<file path="config.mk">
export PLATFORM = sky130hd
export DESIGN_NAME = dsga_div
export DESIGN_NICKNAME = d
export VERILOG_FILES = /design/src/rtl/dsga_pkg.sv /design/src/rtl/dsga_div.sv
export SDC_FILE = /design/constraint.sdc
export NUM_CORES = 1
export LEC_CHECK = 0
export BUFFER_PORTS_ARGS = -buffer_cell sky130_fd_sc_hd__buf_2
export CAP_MARGIN = 40
export CORE_ASPECT_RATIO = 1.75
export CORE_UTILIZATION = 56
export CTS_BUF_LIST = sky130_fd_sc_hd__clkbuf_2 sky130_fd_sc_hd__clkbuf_4 sky130_fd_sc_hd__clkbuf_8
export DETAILED_ROUTE_END_ITERATION = 16
export GPL_ROUTABILITY_DRIVEN = 0
export GPL_TIMING_DRIVEN = 0
export PLACE_DENSITY_LB_ADDON = 0.2
export SYNTH_ARGS = -nofsm -noshare
export SYNTH_HDL_FRONTEND = slang
export SYNTH_SLANG_ARGS = --single-unit
</file>
<file path="constraint.sdc">
create_clock -name clk -period 3 [get_ports clk]
set_clock_uncertainty 0.2 [all_clocks]
set_input_delay 0.15 -clock clk [delete_from_list [all_inputs] [get_ports clk]]
set_output_delay 0.15 -clock clk [all_outputs]
set_load 0.005 [all_outputs]
</file>
<file path="src/rtl/dsga_pkg.sv">
`default_nettype none

package dsga_pkg;

    // grid store geometry
    localparam int MAX_COLS = 64;
    localparam int MAX_ROWS = 64;
    localparam int CELLS    = MAX_COLS * MAX_ROWS;
    localparam int ADDR_W   = $clog2(CELLS);
    localparam int SWEEP_W  = $clog2(CELLS + 2);

    // field widths
    localparam int CELL_W     = 17;
    localparam int POS_W      = 10;
    localparam int SIZE_W     = 6;
    localparam int GRID_W     = 7;
    localparam int RATE_W     = 16;
    localparam int FT_W       = 16;
    localparam int FAC_W      = 31;
    localparam int PROD_W     = FAC_W + CELL_W;
    localparam int CFG_IDX_W  = 3;
    localparam int CFG_DATA_W = 16;
    localparam int DIV_CNT_W  = $clog2(POS_W + 1);

    // fixed-point constants
    localparam logic [CELL_W-1:0] ONE_Q16   = 17'h10000;
    localparam logic [FAC_W-1:0]  ONE_Q30   = 31'h4000_0000;
    localparam int                DEP_SHIFT = 14;
    localparam int                FAC_SHIFT = 30;

    // register reset values
    localparam logic [SIZE_W-1:0] CELL_SIZE_RST    = 6'd12;
    localparam logic [GRID_W-1:0] GRID_COLS_RST    = 7'd53;
    localparam logic [GRID_W-1:0] GRID_ROWS_RST    = 7'd40;
    localparam logic [RATE_W-1:0] DECAY_RATE_RST   = 16'd1311;
    localparam logic [RATE_W-1:0] DEPOSIT_RATE_RST = 16'd8192;

    typedef enum logic [1:0] {
        ACT_TICK    = 2'd0,
        ACT_DEPOSIT = 2'd1,
        ACT_QUERY   = 2'd2
    } action_t;

    typedef enum logic [CFG_IDX_W-1:0] {
        REG_ORIGIN_X     = 3'd0,
        REG_ORIGIN_Y     = 3'd1,
        REG_CELL_SIZE    = 3'd2,
        REG_GRID_COLS    = 3'd3,
        REG_GRID_ROWS    = 3'd4,
        REG_DECAY_RATE   = 3'd5,
        REG_DEPOSIT_RATE = 3'd6
    } cfg_reg_t;

    typedef enum logic [3:0] {
        ST_CLEAR,
        ST_IDLE,
        ST_TK_FACT,
        ST_TK_DEP,
        ST_TK_SWEEP,
        ST_DIV_X,
        ST_DIV_Y,
        ST_LOOK,
        ST_RD,
        ST_DONE
    } state_t;

    typedef struct packed {
        logic              we;
        logic [ADDR_W-1:0] waddr;
        logic [CELL_W-1:0] wdata;
        logic [ADDR_W-1:0] raddr;
    } mem_req_t;

    typedef struct packed {
        logic              start;
        logic [POS_W-1:0]  dividend;
        logic [SIZE_W-1:0] divisor;
    } div_req_t;

    typedef struct packed {
        logic             done;
        logic [POS_W-1:0] quotient;
    } div_rsp_t;

endpackage

`default_nettype wire

</file>
<file path="src/rtl/dsga_div.sv">
`default_nettype none

module dsga_div
    import dsga_pkg::*;
(
    input  wire logic clk,
    input  wire logic rst_n,
    input  div_req_t  req,
    output div_rsp_t  rsp
);

    logic                 run_reg,  run_next;
    logic                 done_reg, done_next;
    logic [DIV_CNT_W-1:0] cnt_reg,  cnt_next;
    logic [SIZE_W-1:0]    rem_reg,  rem_next;
    logic [POS_W-1:0]     quo_reg,  quo_next;
    logic [SIZE_W-1:0]    dvs_reg,  dvs_next;
    logic [SIZE_W:0]      trial;
    logic [SIZE_W:0]      diff;
    logic                 fits;

    // one restoring step: bring down the next dividend bit
    assign trial = {rem_reg, quo_reg[POS_W-1]};
    assign diff  = trial - {1'b0, dvs_reg};
    assign fits  = trial >= {1'b0, dvs_reg};

    // step sequencing
    always_comb
    begin
        run_next  = run_reg;
        done_next = 1'b0;
        cnt_next  = cnt_reg;
        rem_next  = rem_reg;
        quo_next  = quo_reg;
        dvs_next  = dvs_reg;
        if (req.start)
        begin
            run_next = 1'b1;
            cnt_next = DIV_CNT_W'(POS_W);
            rem_next = '0;
            quo_next = req.dividend;
            dvs_next = req.divisor;
        end
        else if (run_reg)
        begin
            rem_next = fits ? diff[SIZE_W-1:0] : trial[SIZE_W-1:0];
            quo_next = {quo_reg[POS_W-2:0], fits};
            cnt_next = cnt_reg - DIV_CNT_W'(1);
            if (cnt_reg == DIV_CNT_W'(1))
            begin
                run_next  = 1'b0;
                done_next = 1'b1;
            end
        end
    end

    // control state
    always_ff @(posedge clk or negedge rst_n)
    begin
        if (!rst_n)
        begin
            run_reg  <= 1'b0;
            done_reg <= 1'b0;
            cnt_reg  <= '0;
        end
        else
        begin
            run_reg  <= run_next;
            done_reg <= done_next;
            cnt_reg  <= cnt_next;
        end
    end

    // partial remainder and quotient
    always_ff @(posedge clk)
    begin
        rem_reg <= rem_next;
        quo_reg <= quo_next;
        dvs_reg <= dvs_next;
    end

    assign rsp.done     = done_reg;
    assign rsp.quotient = quo_reg;

endmodule

`default_nettype wire

</file>
Yosys cells after proc, flatten, opt, wreduce, memory -nomap -nowiden

Cells that the tools add are included.
Widths: inputs -> output; s select.

Flip-flop bits (word level): 28
Input bits: 19
Output and inout port bits: 11
Logic and storage cells: 22

Add/subtract/negate cells: 2
$lt $le $gt $ge: 1
Eq/ne operators: 1
Muxes and demuxes: 11
Reduce and logical (&&, ||, !) cells: 1

Operators with widths:

| cell                | count |
|---|---|
| $mux 10             | 2 |
| $mux 4              | 2 |
| $ge 7x6->1          | 1 |
| $mux 1              | 6 |
| $mux 6              | 1 |
| $sub 6x6->6         | 1 |
| $eq 4x1->1 const B  | 1 |
| $sub 4x1->4 const B | 1 |
| $reduce_bool 2->1   | 1 |

Longest topological paths before layout

Depth in word-level cells: 4
Mapped depth: 8
Depth with buffers taken out: 8

Worst setup path before layout

Ideal clock, no wire load.

Kind: reg-to-reg
Start: register dvs_reg[4]
End: register rem_reg[1]
Library setup time: 127 ps
Arrival time: 1,905 ps
Required time: 2,673 ps
Slack: 768 ps
Cell stages (with the launch flop): 9
Buffers on the path: 1
Clock period less this slack: 2,232 ps
Path through: edfxtp_1 inv_1 ha_1 a21o_1 a211o_1 a41o_1 buf_6 nor4bb_1 or3_1

Longest elaborated chain between the ends: 2

Ends and longest elaborated chain:

| item                     | line           | RTL |
|---|---|---|
| start: declaration       | dsga_div.sv:17 | `logic [SIZE_W-1:0] dvs_reg, dvs_next;` |
| start signal: assignment | dsga_div.sv:79 | `dvs_reg <= dvs_next;` |
| $ge 7x6->1               | dsga_div.sv:25 | `assign fits = trial >= {1'b0, dvs_reg};` |
| $mux 6                   | dsga_div.sv:46 | `rem_next = fits ? diff[SIZE_W-1:0] : trial[SIZE_W-1:0];` |
| end signal: assignment   | dsga_div.sv:77 | `rem_reg <= rem_next;` |
| end: declaration         | dsga_div.sv:15 | `logic [SIZE_W-1:0] rem_reg, rem_next;` |

Every way passes these cells.
A chain may end at the register's enable or synchronous reset.

Worst setup path in the final report

Same ends and word-level chain as after synthesis.

==> impl_metrics.env <==
export IMPL_crit_chain="inv_1 > ha_1 > a21o_1 > a211o_1 > a41o_1 > buf_6 > nor4bb_1 > or3_1"
export IMPL_maxCapViolCount=0
export IMPL_grt_max_degree=16
export IMPL_synth_top_cell_area_share_pct=32.3
export IMPL_yosys_area_share_simple_pct=11.2
export IMPL_postCtsHoldBufs=18
export IMPL_drtIter0Drc=20
export IMPL_drive_gt1_share_pct=27.2
export IMPL_synth_xor_area_share_pct=3.54
export IMPL_grt_pass1_wl_mm=4.95
export IMPL_grt_pass1_vias=1208
export IMPL_core_area_mm2=0.00249
export IMPL_netlist_top_cells_area="edfxtp_1 32%, dfrtp_1 10%, mux2_2 8.3%"
export IMPL_hpwl_mm=2.22
export IMPL_post_place_cells=184
export IMPL_pre_cts_slack_ns=0.568
export IMPL_arrival_ns=2.40
export IMPL_die_h_um=70.2
export IMPL_crit_family="compound AO/OA/AOI/OAI gates"
export IMPL_initial_utilization_pct=59.6
export IMPL_synth_top_family_by_area="multiplexers"
export IMPL_finalCritPeriodShare_pct=81.4
export IMPL_grt_usage_pct=25.5
export IMPL_largest_reg_flops=10
export IMPL_cts_buffers=3
export IMPL_fin_ws_ns=0.559
export IMPL_finalCriticalPeriod_ns=2.44
export IMPL_wl_per_cell_um=15.5
export IMPL_synthDistinctLibCells=35
export IMPL_synth_fa_ha_area_share_pct=8.92
export IMPL_path_clk_slew_ns=0.09
export IMPL_grt_setup_unrepaired="no"
export IMPL_hold_viol=0
export IMPL_stdcell_area_mm2=0.00189
export IMPL_htree_levels=1
export IMPL_antenna_found_initial=0
export IMPL_syn_mean_instance_area_um2=11.5
export IMPL_synth_seq_cells=28
export IMPL_fin_tns_setup_ns=0
export IMPL_cts_buffer_depth=2
export IMPL_die_w_um=40.9
export IMPL_worst_setup_path_type="register to register"
export IMPL_fmax_mhz=410
export IMPL_insertion_delay_ns=0.27
export IMPL_vias_per_cell=5.60
export IMPL_slew_headroom_pct=68.8
export IMPL_drt_total_wl_mm=3.18
export IMPL_dr_pass1_iters=4
export IMPL_nets=210
export IMPL_syn_inst=129
export IMPL_finalSetupViolCount=0
export IMPL_leakagePower_uw=0.000857
export IMPL_n_antenna_cell=0
export IMPL_placed_cell_area_mm2=0.00166
export IMPL_synth_mux_area_share_pct=11.4
export IMPL_seq_area_frac_synth_pct=50.5
export IMPL_synth_nets=158
export IMPL_vias=1153
export IMPL_cts_tree="yes"
export IMPL_slew_viol_final=0
export IMPL_yosysWarnings=0
export IMPL_synthTopCellsByCount="16 x edfxtp_1, 13 x nor2_1, 11 x inv_1, 11 x mux2_2, 9 x ha_1"
export IMPL_synthesis_area_mm2=0.00149
export IMPL_cts_sink_count=28
export IMPL_cts_resized=0
export IMPL_post_route_util_pct=75.8
export IMPL_synth_compound_area_share_pct=9.18
export IMPL_crit_slowest_cell="edfxtp_1"
export IMPL_root_buffer="clkbuf_8"
export IMPL_post_cts_buffers=0
export IMPL_synth_most_common_cell="edfxtp_1"
export IMPL_fin_cells=206
export IMPL_ys_flop_type="edfxtp_1"
export IMPL_critPathCaptureType="register"
export IMPL_worstPathMaxFanout=9
export IMPL_io_buffers=29
export IMPL_ant_nets=0
export IMPL_power_density_mw_per_mm2=677
export IMPL_hp_class="input pin to asynchronous set/reset pin"
export IMPL_gr_total_overflow=0
export IMPL_core_rowCount=24
export IMPL_startpoint="dvs_reg[4]"
export IMPL_irDropWorstVdd_mv=0.650
export IMPL_critPathRequiredTime_ns=2.96
export IMPL_yosys_area_top_type="edfxtp_1"
export IMPL_drc=0
export IMPL_cp_num_buf_inv=2
export IMPL_syn2layout_area_growth_pct=27.1
export IMPL_synth_edff_count=16
export IMPL_critPathLaunchType="register"
export IMPL_outcome="finished clean"
export IMPL_dieArea_mm2=0.00287
export IMPL_worstMarginPinSlew_ns=0.468
export IMPL_synthArstFlopShare_pct=21.4
export IMPL_r2r_start="dvs_reg[4]"
export IMPL_max_stage_delay_ns=0.38
export IMPL_num_io_pins=30
==> worst paths after layout <==
check / end / slack, ns / depth (start not counted)
max in group asynchronous: run_reg / 2.43 / 2
setup reg to reg: rem_reg[1] / 0.56 / 8
hold reg to reg: rem_reg[3] / 0.32 / 2
hold / removal: cnt_reg[2] / 0.03 / 2
setup / recovery: rem_reg[1] / 0.56 / 8
min in group clk: rem_reg[3] / 0.32 / 2
==> metrics by stage <==
| step | total power, uW | hold WS (ns) |
|---|---|---|
| global route | 1360 | 0.0243 |
| detailed placement | 1050 | -0.218 |
| finish | 1280 | 0.0262 |
| CTS | 1280 | 0.0239 |
| global placement | 1030 | -0.223 |
| floorplan | 924 | -0.346 |
==> per-layer routing <==
metal	vias to the layer above	routed length [um]	GRT usage, %	part of all wire (%)
li1	551	-	-	-
met3	12	96	4.44	3.0
met4	0	109	11.9	3.4
met2	35	1840	47.2	58
met5	-	0	0	0
met1	555	1130	22.9	36
==> report_power, final <==
part | internal [uW] | switching (uW) | total [uW] | leakage, uW
clock | 92.0 | 114 | 206 | 0.0000231
sequential | 486 | 51.8 | 538 | 0.000284
combinational | 279 | 256 | 535 | 0.000550
==> layout by cell type (no fill, tap or decap), drive strengths merged, types with 4 or more instances in the layout <==
cell type and n:
ha 9, mux2 12, a21oi 4, dlygate4sd3 18, nor2 13, o21ai 5
clkbuf 7, dfrtp 6, dfxtp 6, nand2b 4, inv 11, a211oi 5
nand2 5, edfxtp 16, buf 32
==> cell type report <==
cell class,instances,area (um2)
flip-flops and latches,28,751
multi-input cells,83,657
fillers,165,603
repair buffers,47,325
clock buffers,3,41.3
inverters,11,41.3
plain buffers,7,37.5
well taps,26,32.5
clock inverters,1,3.75
==> cell families (layout without fill, tap and decap cells) <==
kind of cell / after synthesis / count (layout)
simple gates: 32 / 32
xor+xnor: 6 / 6
fa+ha+maj: 10 / 10
flops: 28 / 28
compound gates: 20 / 20
mux: 15 / 15
buf+inv: 18 / 69
Note: power is estimated with default switching activity, not from simulation.
