$ cat config.mk
export PLATFORM = sky130hd
export DESIGN_NAME = dsga_mul
export DESIGN_NICKNAME = d
export VERILOG_FILES = /design/src/rtl/dsga_pkg.sv /design/src/rtl/dsga_mul.sv
export SDC_FILE = /design/constraint.sdc
export NUM_CORES = 1
export LEC_CHECK = 0
export ABC_AREA = 1
export BUFFER_PORTS_ARGS = -buffer_cell sky130_fd_sc_hd__buf_2
export CAP_MARGIN = 5
export CORE_AREA = 2 2 257 132
export DETAILED_ROUTE_END_ITERATION = 8
export DIE_AREA = 0 0 259 134
export GPL_TIMING_DRIVEN = 1
export PLACE_DENSITY = 0.78
export SYNTH_ARGS = -nofsm -noshare
export SYNTH_HDL_FRONTEND = slang
export SYNTH_SLANG_ARGS = --single-unit
$ cat constraint.sdc
create_clock -name clk -period 6.8 [get_ports clk]
set_clock_uncertainty 0.1 [all_clocks]
set_input_delay 0.34 -clock clk [delete_from_list [all_inputs] [get_ports clk]]
set_output_delay 0.34 -clock clk [all_outputs]
set_load 0.01 [all_outputs]
$ cat src/rtl/dsga_pkg.sv
`default_nettype none

package dsga_pkg;

    // grid store geometry
    localparam int MAX_COLS = 64;
    localparam int MAX_ROWS = 64;
    localparam int CELLS    = MAX_COLS * MAX_ROWS;
    localparam int ADDR_W   = $clog2(CELLS);
    localparam int SWEEP_W  = $clog2(CELLS + 2);

    // field widths
    localparam int CELL_W     = 17;
    localparam int POS_W      = 10;
    localparam int SIZE_W     = 6;
    localparam int GRID_W     = 7;
    localparam int RATE_W     = 16;
    localparam int FT_W       = 16;
    localparam int FAC_W      = 31;
    localparam int PROD_W     = FAC_W + CELL_W;
    localparam int CFG_IDX_W  = 3;
    localparam int CFG_DATA_W = 16;
    localparam int DIV_CNT_W  = $clog2(POS_W + 1);

    // fixed-point constants
    localparam logic [CELL_W-1:0] ONE_Q16   = 17'h10000;
    localparam logic [FAC_W-1:0]  ONE_Q30   = 31'h4000_0000;
    localparam int                DEP_SHIFT = 14;
    localparam int                FAC_SHIFT = 30;

    // register reset values
    localparam logic [SIZE_W-1:0] CELL_SIZE_RST    = 6'd12;
    localparam logic [GRID_W-1:0] GRID_COLS_RST    = 7'd53;
    localparam logic [GRID_W-1:0] GRID_ROWS_RST    = 7'd40;
    localparam logic [RATE_W-1:0] DECAY_RATE_RST   = 16'd1311;
    localparam logic [RATE_W-1:0] DEPOSIT_RATE_RST = 16'd8192;

    typedef enum logic [1:0] {
        ACT_TICK    = 2'd0,
        ACT_DEPOSIT = 2'd1,
        ACT_QUERY   = 2'd2
    } action_t;

    typedef enum logic [CFG_IDX_W-1:0] {
        REG_ORIGIN_X     = 3'd0,
        REG_ORIGIN_Y     = 3'd1,
        REG_CELL_SIZE    = 3'd2,
        REG_GRID_COLS    = 3'd3,
        REG_GRID_ROWS    = 3'd4,
        REG_DECAY_RATE   = 3'd5,
        REG_DEPOSIT_RATE = 3'd6
    } cfg_reg_t;

    typedef enum logic [3:0] {
        ST_CLEAR,
        ST_IDLE,
        ST_TK_FACT,
        ST_TK_DEP,
        ST_TK_SWEEP,
        ST_DIV_X,
        ST_DIV_Y,
        ST_LOOK,
        ST_RD,
        ST_DONE
    } state_t;

    typedef struct packed {
        logic              we;
        logic [ADDR_W-1:0] waddr;
        logic [CELL_W-1:0] wdata;
        logic [ADDR_W-1:0] raddr;
    } mem_req_t;

    typedef struct packed {
        logic              start;
        logic [POS_W-1:0]  dividend;
        logic [SIZE_W-1:0] divisor;
    } div_req_t;

    typedef struct packed {
        logic             done;
        logic [POS_W-1:0] quotient;
    } div_rsp_t;

endpackage

`default_nettype wire

$ cat src/rtl/dsga_mul.sv
`default_nettype none

module dsga_mul
    import dsga_pkg::*;
(
    input  wire logic              clk,
    input  wire logic [FAC_W-1:0]  op_a,
    input  wire logic [CELL_W-1:0] op_b,
    output logic      [PROD_W-1:0] prod
);

    logic [PROD_W-1:0] prod_reg, prod_next;

    // shared multiplier, product registered every cycle
    assign prod_next = PROD_W'(op_a) * PROD_W'(op_b);

    always_ff @(posedge clk)
    begin
        prod_reg <= prod_next;
    end

    assign prod = prod_reg;

endmodule

`default_nettype wire

# Yosys cells after proc, flatten, opt, wreduce, memory -nomap -nowiden
# Index checks and enable logic that the tools add are counted.
# W data, S select, Z words.
totals:
  register_bits: 48
  inputBits: 49
  out_inout_bits: 48
  wordCells: 2
classes:
  n_mul: 1
op_table:
  columns: ["cell", "n"]
  rows:
  - ["$mul A31 B17 Y48", 1]

# Longest topological paths before layout
# Gate-level depths: netlist of the first run.
depth:
  ltp_word: 1
  depth_mapped: 28
  ltp_nobuf: 27

# Worst setup path after synthesis of the first run
# Ideal clock, no wire load.
synth_timing:
  path_type: "in2reg"
  startpoint: "input port op_a[28]"
  endpoint: "register prod_reg[39] (netlist: prod[39])"
  setup_ns: 0.112
  arrival_ns: 5.276
  required_ns: 6.588
  path_slack_ns: 1.311
  stages: 25
  path_buffers: 2
  path_cell_list: "clkbuf_1 -> clkbuf_1 -> nand2_1 -> fa_1 -> inv_1 -> fa_1 -> inv_1 -> fa_1 -> inv_1 -> fa_1 -> fa_1 -> inv_1 -> fa_1 -> inv_1 -> ha_1 -> nand2_1 -> inv_1 -> nand2_2 -> inv_1 -> a21oi_1 -> inv_1 -> a21oi_1 -> nand2_1 -> nand2_1 -> nand2_1"
synth_via:
  elab_chain_cells: 1
synth_lines:
  columns: ["item", "line_no", "source"]
  rows:
  - ["start: declaration", "dsga_mul.sv:7", "input wire logic [FAC_W-1:0] op_a,"]
  - ["$mul A31 B17 Y48", "dsga_mul.sv:15", "assign prod_next = PROD_W'(op_a) * PROD_W'(op_b);"]
  - ["via prod_next[39]", "dsga_mul.sv:12", "logic [PROD_W-1:0] prod_reg, prod_next;"]
  - ["end signal: assignment", "dsga_mul.sv:19", "prod_reg <= prod_next;"]
  - ["end: declaration", "dsga_mul.sv:12", null]
# The timed path passes the listed nets, and every way through them passes these cells.

# Worst setup path after layout of the first run
layout_timing:
  startpoint: "input port op_b[9]"
  endpoint: "register prod_reg[40] (netlist: prod[40])"
layout_via:
  elab_chain_cells: 1
layout_lines:
  columns: ["item", "line_no", "source"]
  rows:
  - ["start: declaration", "dsga_mul.sv:8", "input wire logic [CELL_W-1:0] op_b,"]
  - ["$mul A31 B17 Y48", "dsga_mul.sv:15", null]
  - ["via prod_next[40]", "dsga_mul.sv:12", null]
# The timed path passes the listed nets, and every way through them passes these cells.

==> tab_implementation.tex, run 1 <==
\begin{tabular}{lr}
\hline
Metric & Value \\
\hline
\multicolumn{2}{l}{\textbf{Worst setup path}} \\
\quad Largest driver fanout on the critical path & 31 \\
\quad Setup Crit Path Kind & in2reg \\
\quad Element type at the critical path start & input port \\
\quad Critical path capture point type & register \\
\quad Arrival time at the worst endpoint & 5.95 ns \\
\quad WP data required & 6.88 ns \\
\multicolumn{2}{l}{\textbf{Synth}} \\
\quad Register bit count reported by yosys & 48 \\
\quad Yosys warnings & 0 \\
\quad Avg Inst Size Synth & 7.33 sq um \\
\quad Post-synthesis instance area & 0.0193 sq mm \\
\quad Synth Instances & 2634 \\
\quad Number of enable-type register cells in the synthesized netlist & 0 \\
\quad Seq/Total Area, Yosys & 4.98\% \\
\quad Synth top area share & 45.0\% \\
\quad Count of different cell masters after synthesis & 28 \\
\quad Yosys top cell by area & fa\_1 \\
\quad Net count after synthesis & 3239 \\
\quad Top post-synthesis cells by area & fa\_1 45\%, inv\_1 17\%, nand2\_1 16\%, ha\_1 7.9\%, dfxtp\_1 5.0\% \\
\quad Async set-or-reset flop fraction in the synthesized netlist & 0\% \\
\quad Most common flop cell mapped by yosys & dfxtp\_1 \\
\multicolumn{2}{l}{\textbf{Placement}} \\
\quad Input/output buffers & 96 \\
\quad Final weighted congestion of routability-driven global placement & 0.956 \\
\quad Dpl hpwl & 44000 um \\
\multicolumn{2}{l}{\textbf{Clocking}} \\
\quad Maximum level of the CTS H-tree & 2 \\
\quad Num Clock Sinks & 48 \\
\quad Buffer type at the clock tree root & clkbuf\_16 \\
\quad Clock transition at the registers of the reported paths & 0.07 ns \\
\quad Clock Tree Buf Depth & 2 \\
\quad Resize count post-CTS & 0 \\
\quad Setup Fix Bufs, Post-CTS & 0 \\
\quad Number of buffers inserted by hold repair at cts & 0 \\
\quad Clock tree from TritonCTS & done \\
\quad Total clock buffers created by CTS & 5 \\
\multicolumn{2}{l}{\textbf{Final layout}} \\
\quad Most common cell after layout, fill and taps aside & inv\_1 \\
\quad Number of inserted filler cells in the final layout & 2938 \\
\quad Antenna Cells & 0 \\
\quad Flip-flop count of the largest register after layout & 48 \\
\quad Post-layout nets & 3240 \\
\quad Area growth syn-to-layout & 4.53\% \\
\quad Commonest cells after routing, fill and taps aside & 852 x inv\_1, 833 x nand2\_1, 434 x fa\_1 \\
\quad Fraction of layout instances using a drive strength above 1 & 6.83\% \\
\multicolumn{2}{l}{\textbf{GRT}} \\
\quad GR Util met2 & 49.7\% \\
\quad Global-route layer with the greatest usage & met2 \\
\quad Global-route wire length before repair & 88400 um \\
\quad Vias in the first global route & 17000 \\
\quad Met1 Use GR & 49.1\% \\
\quad Total congestion overflow after global routing & 0 \\
\quad Global Route met3 Usage & 7.88\% \\
\quad Global routing usage summed across all routing layers & 33.0\% \\
\quad Antenna violations before repair & 0 \\
\quad Maximum number of pins on one net before global-route repair & 32 \\
\multicolumn{2}{l}{\textbf{Timing}} \\
\quad Highest clock frequency the design can meet & 0.170 GHz \\
\quad Max-slew violation count & 0 \\
\quad Final-report setup violation count & 0 \\
\quad Setup tns final & 0 ns \\
\quad Worst slew margin & 41.7\% \\
\quad Number of failing hold endpoints at the final stage & 0 \\
\quad Unrepaired setup endpoints after global routing & no \\
\quad Worst-margin pin slew & 0.875 ns \\
\quad Min cycle time layout & 5.87 ns \\
\quad Share of the clock period used by the worst path after layout & 86.4\% \\
\multicolumn{2}{l}{\textbf{Routing}} \\
\quad Detail-routed net length per standard cell & 17.3 um \\
\quad DR iter-0 viols & 1651 \\
\quad Via count & 15800 \\
\quad Total detailed-routing wirelength & 53300 um \\
\quad Number of DRC violations after detailed routing & 0 \\
\quad First-pass detailed-route iteration total & 6 \\
\quad Final antenna-violating net count & 0 \\
\quad Via-to-Cell Ratio & 5.14 \\
\multicolumn{2}{l}{\textbf{Floorplanning}} \\
\quad Starting utilization of the core area & 59.3\% \\
\quad Top-Level Pins & 97 \\
\quad Horiz. Die Dim & 259 um \\
\quad Placeable core region & 0.0325 sq mm \\
\quad Die Outline Area & 0.0347 sq mm \\
\quad Die height & 134 um \\
\quad Number of placement rows & 47 \\
\multicolumn{2}{l}{\textbf{Hold path}} \\
\quad Worst min path class & in2reg \\
\multicolumn{2}{l}{\textbf{Status}} \\
\quad Outcome & finished clean \\
\multicolumn{2}{l}{\textbf{Run}} \\
\quad Max Cap Violations & 0 \\
\hline
\end{tabular}
critical path, stage by stage:
cell	delay, ns
buf_2	0.60
nand2_1	0.16
fa_1	0.56
inv_1	0.06
fa_1	0.49
fa_1	0.61
fa_1	0.50
fa_1	0.56
inv_1	0.07
fa_1	0.48
inv_1	0.05
ha_1	0.40
nand2_2	0.11
nor2_2	0.20
inv_2	0.05
nor2_2	0.11
nand3b_1	0.12
nand3_2	0.16
nand2_1	0.10
nand3_1	0.08
nand2_1	0.10
stage by stage:
step / instances / setup WS [ns] / instance area (sq um) / hold slack [ns] / utilization, %
floorplan: 2634 / 1.31 / 19300 / 0.333 / -
global placement: 3069 / 0.772 / 20000 / 0.634 / 61.5
detailed placement: 3069 / 0.774 / 20000 / 0.633 / 61.5
CTS: 3077 / 1.06 / 20200 / 0.468 / 62.0
global route: 3077 / 0.712 / 20200 / 0.491 / 62.0
finish: 3077 / 0.926 / 20200 / 0.487 / 62.0
cells in the mapped netlist, types with 2 or more instances:
cell type,instances
fa_1,434
clkbuf_1,113
nor2_2,13
nand3b_1,2
nor2_4,7
nor2_1,56
nand3_1,28
inv_1,852
nand2_2,25
nand3_2,9
nor3_1,3
o21ai_0,3
nand2_1,833
a31oi_1,4
inv_2,10
xnor2_1,8
xor2_1,20
nand4_1,3
ha_1,122
and2_1,2
a21oi_1,29
o21bai_1,5
dfxtp_1,48
path summary, 6_finish.rpt:
path / to / cells past startpoint / start
worst min-delay path: prod[0]$_DFF_P_ / 4 / op_a[0]
worst max-delay path: prod[40]$_DFF_P_ / 21 / op_b[9]
kinds of logic (layout without fill, tap and decap cells):
kind of cell,after synthesis,after routing,synth area share [%]
xor gates and xnor gates,28,28,1.27
and+or+nand+nor,986,986,20.7
AOI/OAI and AO/OA,41,41,1.15
buffers and inverters,975,977,19.0
DFF,48,48,4.98
adders and majority gates,556,556,52.9
cell type report:
cell class / instances / area [sq um] / share of cell area (%)
Clock buffer: 7 / 153 / 0.757
Timing Repair Buffer: 107 / 563 / 2.79
Inverter: 862 / 3240 / 16.0
Multi-Input combinational cell: 1611 / 14700 / 72.8
Tap cell: 441 / 552 / 2.74
Sequential cell: 48 / 961 / 4.76
Clock inverter: 1 / 30.0 / 0.149
per-layer routing:
layer	part of all wire, %	routed length [um]	vias up
li1	-	-	7178
met1	44	23400	7678
met2	42	22400	858
met3	12	6470	96
met4	2.0	1090	0
met5	0	0	-
Power of run 1 is not shown: default switching activity piles up to over one toggle a cycle in this logic, so the estimate is an artifact.
==> run 2, diff against run 1 <==
--- a/config.mk
+++ b/config.mk
@@ -5,12 +5,11 @@
 export SDC_FILE = /design/constraint.sdc
 export NUM_CORES = 1
 export LEC_CHECK = 0
-export ABC_AREA = 1
 export BUFFER_PORTS_ARGS = -buffer_cell sky130_fd_sc_hd__buf_2
 export CAP_MARGIN = 5
-export CORE_AREA = 2 2 257 132
+export CORE_AREA = 2 2 246 127
 export DETAILED_ROUTE_END_ITERATION = 8
-export DIE_AREA = 0 0 259 134
+export DIE_AREA = 0 0 248 129
 export GPL_TIMING_DRIVEN = 1
 export PLACE_DENSITY = 0.78
 export SYNTH_ARGS = -nofsm -noshare
==> run 2 against run 1 <==
Critical path depth grew 1. Cell count shrank 20%. Maximum frequency shrank 12%. First-iteration DRC count grew 14%. Worst hold slack gained 0.069 ns. Die area shrank 7.8%. Count of clock-buffer cells in the layout shrank 1. Via count shrank 12%. Critical path type unchanged. Global-route usage grew 2.3 points. Non-clock buffer count grew 43.
==> tab_implementation.tex, run 2 <==
\begin{tabular}{lr}
\hline
Metric & Value \\
\hline
\multicolumn{2}{l}{\textbf{Routing}} \\
\quad Detail-routed net length per standard cell & 21.6 um (was 17.3 um) \\
\quad DR iter-0 viols & 1878 (was 1651) \\
\quad First-pass detailed-route iteration total & 8 (was 6) \\
\quad Via count & 13800 (was 15800) \\
\quad Via-to-Cell Ratio & 5.63 (was 5.14) \\
\quad Total detailed-routing wirelength & 53000 um (was 53300 um) \\
\quad Final antenna-violating net count & 0 (unchanged) \\
\quad Number of DRC violations after detailed routing & 0 (unchanged) \\
\multicolumn{2}{l}{\textbf{Placement}} \\
\quad Input/output buffers & 96 (unchanged) \\
\quad Number of placed instances with taps included & 2452 (was 3069) \\
\quad Final weighted congestion of routability-driven global placement & 1.00 (was 0.956) \\
\quad Dpl hpwl & 45600 um (was 44000 um) \\
\multicolumn{2}{l}{\textbf{Worst setup path}} \\
\quad CP peak stage delay & 0.58 ns (was 0.61 ns) \\
\quad Slowest library cell on the worst path & fa\_1 (unchanged) \\
\quad Largest driver fanout on the critical path & 18 (was 31) \\
\quad Most Frequent Cell on Critical Path & fa\_1 (unchanged) \\
\quad Timing endpoint of the critical path & prod[44]\$\_DFF\_P\_ (was prod[40]\$\_DFF\_P\_) \\
\quad WP data required & 6.95 ns (was 6.88 ns) \\
\quad Arrival time at the worst endpoint & 6.84 ns (was 5.95 ns) \\
\quad Setup Crit Path Kind & in2reg (unchanged) \\
\quad Critical path capture point type & register (unchanged) \\
\quad Element type at the critical path start & input port (unchanged) \\
\quad List of cells traversed by the critical path & buf\_2 > buf\_4 > buf\_4 > nand2\_1 > fa\_1 > fa\_1 > fa\_1 > inv\_1 > fa\_1 > fa\_1 > inv\_1 > fa\_1 > inv\_1 > ha\_1 > nand2\_1 > a2111oi\_4 > a211oi\_1 > a31oi\_2 > a31oi\_1 > o31a\_1 > o211ai\_2 > xor2\_1 (was buf\_2 > nand2\_1 > fa\_1 > inv\_1 > fa\_1 > fa\_1 > fa\_1 > fa\_1 > inv\_1 > fa\_1 > inv\_1 > ha\_1 > nand2\_2 > nor2\_2 > inv\_2 > nor2\_2 > nand3b\_1 > nand3\_2 > nand2\_1 > nand3\_1 > nand2\_1) \\
\quad Critical path launch point & op\_b[3] (was op\_b[9]) \\
\multicolumn{2}{l}{\textbf{Floorplanning}} \\
\quad Placeable core region & 0.0298 sq mm (was 0.0325 sq mm) \\
\quad Horiz. Die Dim & 248 um (was 259 um) \\
\quad Number of placement rows & 45 (was 47) \\
\quad Die Outline Area & 0.0320 sq mm (was 0.0347 sq mm) \\
\quad Starting utilization of the core area & 59.2\% (was 59.3\%) \\
\quad Top-Level Pins & 97 (unchanged) \\
\quad Die height & 129 um (was 134 um) \\
\multicolumn{2}{l}{\textbf{GRT}} \\
\quad Vias in the first global route & 14000 (was 17000) \\
\quad Global-route wire length before repair & 83200 um (was 88400 um) \\
\quad Antenna violations before repair & 1 (was 0) \\
\quad Maximum number of pins on one net before global-route repair & 32 (unchanged) \\
\quad Total congestion overflow after global routing & 0 (unchanged) \\
\quad Global routing usage summed across all routing layers & 35.4\% (was 33.0\%) \\
\multicolumn{2}{l}{\textbf{Timing}} \\
\quad Min cycle time layout & 6.69 ns (was 5.87 ns) \\
\quad Share of the clock period used by the worst path after layout & 98.4\% (was 86.4\%) \\
\quad Worst slew margin & 50.3\% (was 41.7\%) \\
\quad Setup tns final & 0 ns (unchanged) \\
\quad Worst-margin pin slew & 0.746 ns (was 0.875 ns) \\
\quad Unrepaired setup endpoints after global routing & no (unchanged) \\
\quad Highest clock frequency the design can meet & 0.149 GHz (was 0.170 GHz) \\
\quad Final hold slack & 0.556 ns (was 0.487 ns) \\
\quad Max-slew violation count & 0 (unchanged) \\
\quad Final-report setup violation count & 0 (unchanged) \\
\quad Number of failing hold endpoints at the final stage & 0 (unchanged) \\
\multicolumn{2}{l}{\textbf{Clocking}} \\
\quad Clock tree from TritonCTS & done (unchanged) \\
\quad Total clock buffers created by CTS & 5 (unchanged) \\
\quad Clock transition at the registers of the reported paths & 0.08 ns (was 0.07 ns) \\
\quad Maximum level of the CTS H-tree & 2 (unchanged) \\
\quad Clock Tree Buf Depth & 2 (unchanged) \\
\quad Buffer type at the clock tree root & clkbuf\_16 (unchanged) \\
\quad Num Clock Sinks & 48 (unchanged) \\
\quad Setup Fix Bufs, Post-CTS & 0 (unchanged) \\
\multicolumn{2}{l}{\textbf{Final layout}} \\
\quad Fraction of layout instances using a drive strength above 1 & 8.44\% (was 6.83\%) \\
\quad Most common cell after layout, fill and taps aside & inv\_1 (unchanged) \\
\quad Number of inserted filler cells in the final layout & 2456 (was 2938) \\
\quad Post-layout nets & 2665 (was 3240) \\
\quad Flip-flop count of the largest register after layout & 48 (unchanged) \\
\quad Commonest cells after routing, fill and taps aside & 497 x inv\_1, 434 x fa\_1, 371 x nand2\_1 (was 852 x inv\_1, 833 x nand2\_1, 434 x fa\_1) \\
\quad Post-route core utilization & 63.1\% (was 62.0\%) \\
\quad Area growth syn-to-layout & 6.55\% (was 4.53\%) \\
\quad Filler-free cell count of the finished design & 2461 (was 3077) \\
\multicolumn{2}{l}{\textbf{Hold path}} \\
\quad Worst min path class & in2reg (unchanged) \\
\multicolumn{2}{l}{\textbf{Synth}} \\
\quad Synth top area share & 49.3\% (was 45.0\%) \\
\quad Synth Instances & 1997 (was 2634) \\
\quad Most common flop cell mapped by yosys & dfxtp\_1 (unchanged) \\
\quad Yosys top cell by area & fa\_1 (unchanged) \\
\quad Avg Inst Size Synth & 8.83 sq um (was 7.33 sq um) \\
\quad Cell with the most instances after synthesis & inv\_1 (unchanged) \\
\quad Yosys warnings & 0 (unchanged) \\
\quad Post-synthesis instance area & 0.0176 sq mm (was 0.0193 sq mm) \\
\quad Net count after synthesis & 2602 (was 3239) \\
\quad Top post-synthesis cells by area & fa\_1 49\%, inv\_1 11\%, ha\_1 8.7\%, nand2\_1 7.9\%, and2\_1 7.3\% (was fa\_1 45\%, inv\_1 17\%, nand2\_1 16\%, ha\_1 7.9\%, dfxtp\_1 5.0\%) \\
\quad Number of enable-type register cells in the synthesized netlist & 0 (unchanged) \\
\quad Seq/Total Area, Yosys & 5.45\% (was 4.98\%) \\
\quad Most common library cells after synthesis & 497 x inv\_1, 434 x fa\_1, 371 x nand2\_1 (was 852 x inv\_1, 833 x nand2\_1, 434 x fa\_1) \\
\quad Async set-or-reset flop fraction in the synthesized netlist & 0\% (unchanged) \\
\quad Count of different cell masters after synthesis & 55 (was 28) \\
\quad Register bit count reported by yosys & 48 (unchanged) \\
\multicolumn{2}{l}{\textbf{Run}} \\
\quad Max Cap Violations & 0 (unchanged) \\
\multicolumn{2}{l}{\textbf{Status}} \\
\quad Outcome & finished clean (unchanged) \\
\hline
\end{tabular}
run 2: cell families (layout without fill, tap and decap cells):
kind of cell	Yosys count	after routing	synth area share [%]
flip-flops	48	48	5.45
AND/OR/NAND/NOR	638	638	17.2
buffers and inverters	591	655	12.8
other	0	1	0
adder cells (fa/ha/maj)	556	556	58.0
AO/OA/AOI/OAI	119	119	4.38
XOR/XNOR	45	45	2.24
run 2: what timing repair did:
item | 4_1_cts | 5_1_grt
hold buffers | 0 | 0
gates resized for setup | 0 | 2
setup endpoints to repair | 0 | 3
run 2: per-layer routing:
| layer | part of all wire, % | global-route usage [%] | vias up | wire length, um |
|---|---|---|---|---|
| li1 | - | - | 5857 | - |
| met1 | 42 | 54.1 | 6803 | 22300 |
| met2 | 36 | 43.1 | 1137 | 19200 |
| met3 | 21 | 20.8 | 50 | 11000 |
| met4 | 0.92 | 3.98 | 2 | 490 |
| met5 | 0.16 | 1.91 | - | 84 |
run 2: cell type report:
cell class | count | area, sq um | area share [%]
multi-input cells | 1358 | 14400 | 76.7
well taps | 399 | 499 | 2.66
clock buffers | 6 | 139 | 0.740
flip-flops and latches | 48 | 961 | 5.12
repair buffers | 150 | 886 | 4.72
diodes | 1 | 2.50 | 0.0133
clock inverters | 2 | 13.8 | 0.0733
inverters | 497 | 1870 | 9.93
run 2: metrics by stage:
step	setup slack (ns)	area, sq um
3_3_place_gp	0.120	18600
5_1_grt	0.00815	18800
6_report	0.108	18800
2_1_floorplan	0.805	17600
4_1_cts	0.170	18800
3_5_place_dp	-0.0917	18600
run 2: how the worst min path moves through the flow:
| stage | to | depth (start not counted) | startpoint | slack (ns) |
|---|---|---|---|---|
| floorplan | prod[0]$_DFF_P_ | 1 | op_b[0] | 0.36 |
| global placement | prod[8] | 1 | prod[8]$_DFF_P_ | 0.63 |
| detailed placement | prod[11] | 1 | prod[11]$_DFF_P_ | 0.63 |
| CTS | prod[0]$_DFF_P_ | 3 | op_a[0] | 0.55 |
| global route | prod[0]$_DFF_P_ | 3 | op_a[0] | 0.56 |
| finish | prod[0]$_DFF_P_ | 3 | op_a[0] | 0.56 |
run 2: worst max-delay path: cells and delay by family:
kind,cells,cell delay (ns)
compound gates,6,1.61
xor+xnor,1,0.15
buf+inv,6,0.92
simple gates,2,0.31
fa+ha+maj,7,3.50
Power of run 2 is left out for the same reason.
==> run 3, diff against run 2 <==
--- a/config.mk
+++ b/config.mk
@@ -7,9 +7,9 @@
 export LEC_CHECK = 0
 export BUFFER_PORTS_ARGS = -buffer_cell sky130_fd_sc_hd__buf_2
 export CAP_MARGIN = 5
-export CORE_AREA = 2 2 246 127
+export CORE_AREA = 2 2 133 232
 export DETAILED_ROUTE_END_ITERATION = 8
-export DIE_AREA = 0 0 248 129
+export DIE_AREA = 0 0 135 234
 export GPL_TIMING_DRIVEN = 1
 export PLACE_DENSITY = 0.78
 export SYNTH_ARGS = -nofsm -noshare
==> run 3 against run 2 <==
Maximum frequency up 2.9%. Sequential share of layout area about the same. First-iteration DRC count down 58%. Non-clock buffer count down 12. Cell count down 0.98%. Global-route usage down 0.94 points. Via count down 0.82%. Critical path type unchanged. Worst hold slack worse by 0.17 ns. Count of clock-buffer cells in the layout down 1. Die area down 1.3%. Sequential cell count unchanged.
==> tab_implementation.tex, run 3 (synthesis results as in run 2) <==
\begin{tabular}{lr}
\hline
Metric & Value \\
\hline
\multicolumn{2}{l}{\textbf{Hold path}} \\
\quad Worst min path class & in2reg (unchanged) \\
\multicolumn{2}{l}{\textbf{GRT}} \\
\quad Global routing usage summed across all routing layers & 34.4\% (was 35.4\%) \\
\quad Maximum number of pins on one net before global-route repair & 32 (unchanged) \\
\quad Vias in the first global route & 15400 (was 14000) \\
\quad Total congestion overflow after global routing & 0 (unchanged) \\
\quad Global-route wire length before repair & 80400 um (was 83200 um) \\
\quad Antenna violations before repair & 2 (was 1) \\
\multicolumn{2}{l}{\textbf{Floorplanning}} \\
\quad Die Outline Area & 0.0316 sq mm (was 0.0320 sq mm) \\
\quad Number of placement rows & 84 (was 45) \\
\quad Horiz. Die Dim & 135 um (was 248 um) \\
\quad Starting utilization of the core area & 59.1\% (was 59.2\%) \\
\quad Top-Level Pins & 97 (unchanged) \\
\quad Placeable core region & 0.0298 sq mm (about the same) \\
\quad Die height & 234 um (was 129 um) \\
\multicolumn{2}{l}{\textbf{Routing}} \\
\quad Via-to-Cell Ratio & 5.64 (was 5.63) \\
\quad Via count & 13700 (was 13800) \\
\quad Detail-routed net length per standard cell & 21.1 um (was 21.6 um) \\
\quad Number of DRC violations after detailed routing & 0 (unchanged) \\
\quad Total detailed-routing wirelength & 51300 um (was 53000 um) \\
\quad Final antenna-violating net count & 0 (unchanged) \\
\quad DR iter-0 viols & 793 (was 1878) \\
\quad First-pass detailed-route iteration total & 7 (was 8) \\
\multicolumn{2}{l}{\textbf{Timing}} \\
\quad Worst-margin pin slew & 0.752 ns (was 0.746 ns) \\
\quad Highest clock frequency the design can meet & 0.154 GHz (was 0.149 GHz) \\
\quad Unrepaired setup endpoints after global routing & no (unchanged) \\
\quad Max-slew violation count & 0 (unchanged) \\
\quad Number of failing hold endpoints at the final stage & 0 (unchanged) \\
\quad Setup tns final & 0 ns (unchanged) \\
\quad Share of the clock period used by the worst path after layout & 95.6\% (was 98.4\%) \\
\quad Worst slew margin & 49.9\% (was 50.3\%) \\
\quad Min cycle time layout & 6.50 ns (was 6.69 ns) \\
\quad Final-report setup violation count & 0 (unchanged) \\
\multicolumn{2}{l}{\textbf{Worst setup path}} \\
\quad Arrival time at the worst endpoint & 6.63 ns (was 6.84 ns) \\
\quad Element type at the critical path start & input port (unchanged) \\
\quad Largest driver fanout on the critical path & 17 (was 18) \\
\quad CP peak stage delay & 0.76 ns (was 0.58 ns) \\
\quad WP data required & 6.92 ns (was 6.95 ns) \\
\quad List of cells traversed by the critical path & buf\_2 > nand2\_1 > fa\_1 > inv\_1 > fa\_1 > fa\_1 > fa\_1 > fa\_1 > inv\_1 > fa\_1 > inv\_1 > ha\_1 > a21oi\_2 > o21a\_4 > a2111oi\_4 > a211oi\_1 > a31oi\_2 > a31oi\_1 > o31a\_1 > o211ai\_2 > xor2\_1 (was buf\_2 > buf\_4 > buf\_4 > nand2\_1 > fa\_1 > fa\_1 > fa\_1 > inv\_1 > fa\_1 > fa\_1 > inv\_1 > fa\_1 > inv\_1 > ha\_1 > nand2\_1 > a2111oi\_4 > a211oi\_1 > a31oi\_2 > a31oi\_1 > o31a\_1 > o211ai\_2 > xor2\_1) \\
\quad Setup Crit Path Kind & in2reg (unchanged) \\
\quad Critical path capture point type & register (unchanged) \\
\quad Most Frequent Cell on Critical Path & fa\_1 (unchanged) \\
\quad Slowest library cell on the worst path & fa\_1 (unchanged) \\
\multicolumn{2}{l}{\textbf{Run}} \\
\quad Max Cap Violations & 0 (unchanged) \\
\multicolumn{2}{l}{\textbf{Status}} \\
\quad Outcome & finished clean (unchanged) \\
\multicolumn{2}{l}{\textbf{Final layout}} \\
\quad Area growth syn-to-layout & 6.04\% (was 6.55\%) \\
\quad Post-layout nets & 2653 (was 2665) \\
\quad Fraction of layout instances using a drive strength above 1 & 7.86\% (was 8.44\%) \\
\quad Flip-flop count of the largest register after layout & 48 (unchanged) \\
\quad Number of inserted filler cells in the final layout & 2506 (was 2456) \\
\quad Commonest cells after routing, fill and taps aside & 497 x inv\_1, 434 x fa\_1, 371 x nand2\_1 (unchanged) \\
\quad Most common cell after layout, fill and taps aside & inv\_1 (unchanged) \\
\multicolumn{2}{l}{\textbf{Clocking}} \\
\quad Buffer type at the clock tree root & clkbuf\_16 (unchanged) \\
\quad Clock tree from TritonCTS & done (unchanged) \\
\quad Resize count post-CTS & 0 (unchanged) \\
\quad Maximum level of the CTS H-tree & 2 (unchanged) \\
\quad Total clock buffers created by CTS & 5 (unchanged) \\
\quad Setup Fix Bufs, Post-CTS & 0 (unchanged) \\
\quad Num Clock Sinks & 48 (unchanged) \\
\quad Clock Tree Buf Depth & 2 (unchanged) \\
\quad Clock transition at the registers of the reported paths & 0.07 ns (was 0.08 ns) \\
\quad Number of buffers inserted by hold repair at cts & 0 (unchanged) \\
\multicolumn{2}{l}{\textbf{Placement}} \\
\quad Dpl hpwl & 43100 um (was 45600 um) \\
\quad Input/output buffers & 96 (unchanged) \\
\quad Final weighted congestion of routability-driven global placement & 0.977 (was 1.00) \\
\hline
\end{tabular}
[run 3: critical path, delay by kind of cell]
| family | cells | cell delay, ns |
|---|---|---|
| adder cells (fa/ha/maj) | 7 | 3.61 |
| buffers and inverters | 4 | 0.52 |
| AO/OA/AOI/OAI | 8 | 1.81 |
| XOR/XNOR | 1 | 0.17 |
| AND/OR/NAND/NOR | 1 | 0.16 |
[run 3: metal layers]
layer | share of wire, % | vias up | wire length, um | global-route usage, %
met5 | 0 | - | 0 | 0
met4 | 13 | 0 | 6680 | 35.2
met3 | 5.7 | 318 | 2930 | 6.66
met2 | 54 | 647 | 27900 | 62.4
met1 | 27 | 6929 | 13800 | 30.3
li1 | - | 5842 | - | -
[run 3: area by class of cell]
type | instances | area [sq um] | share of cell area [%]
multi-input combinational | 1358 | 14400 | 77.1
inverter | 497 | 1870 | 9.98
sequential | 48 | 961 | 5.14
timing repair buffer | 138 | 796 | 4.26
tap | 387 | 484 | 2.59
clock buffer | 5 | 125 | 0.669
clock inverter | 3 | 46.3 | 0.248
antenna | 1 | 2.50 | 0.0134
[run 3: per-stage QoR]
step / util (%) / hold WS (ns) / worst slack [ns] / cells / instance area [sq um]
final: 62.6 / 0.387 / 0.298 / 2437 / 18700
after floorplan: - / 0.362 / 0.805 / 1997 / 17600
after CTS: 62.6 / 0.380 / 0.443 / 2436 / 18700
after global placement: 62.0 / 0.635 / 0.296 / 2428 / 18500
after global routing: 62.6 / 0.394 / 0.0521 / 2437 / 18700
after detailed placement: 62.0 / 0.634 / 0.145 / 2428 / 18500
[run 3: path summary, 6_finish.rpt]
check               end  slack, ns  cells after the start     start
max    prod[44]$_DFF_P_       0.30                     21  op_a[11]
min     prod[0]$_DFF_P_       0.39                      3   op_a[0]
Power of run 3 is left out for the same reason.
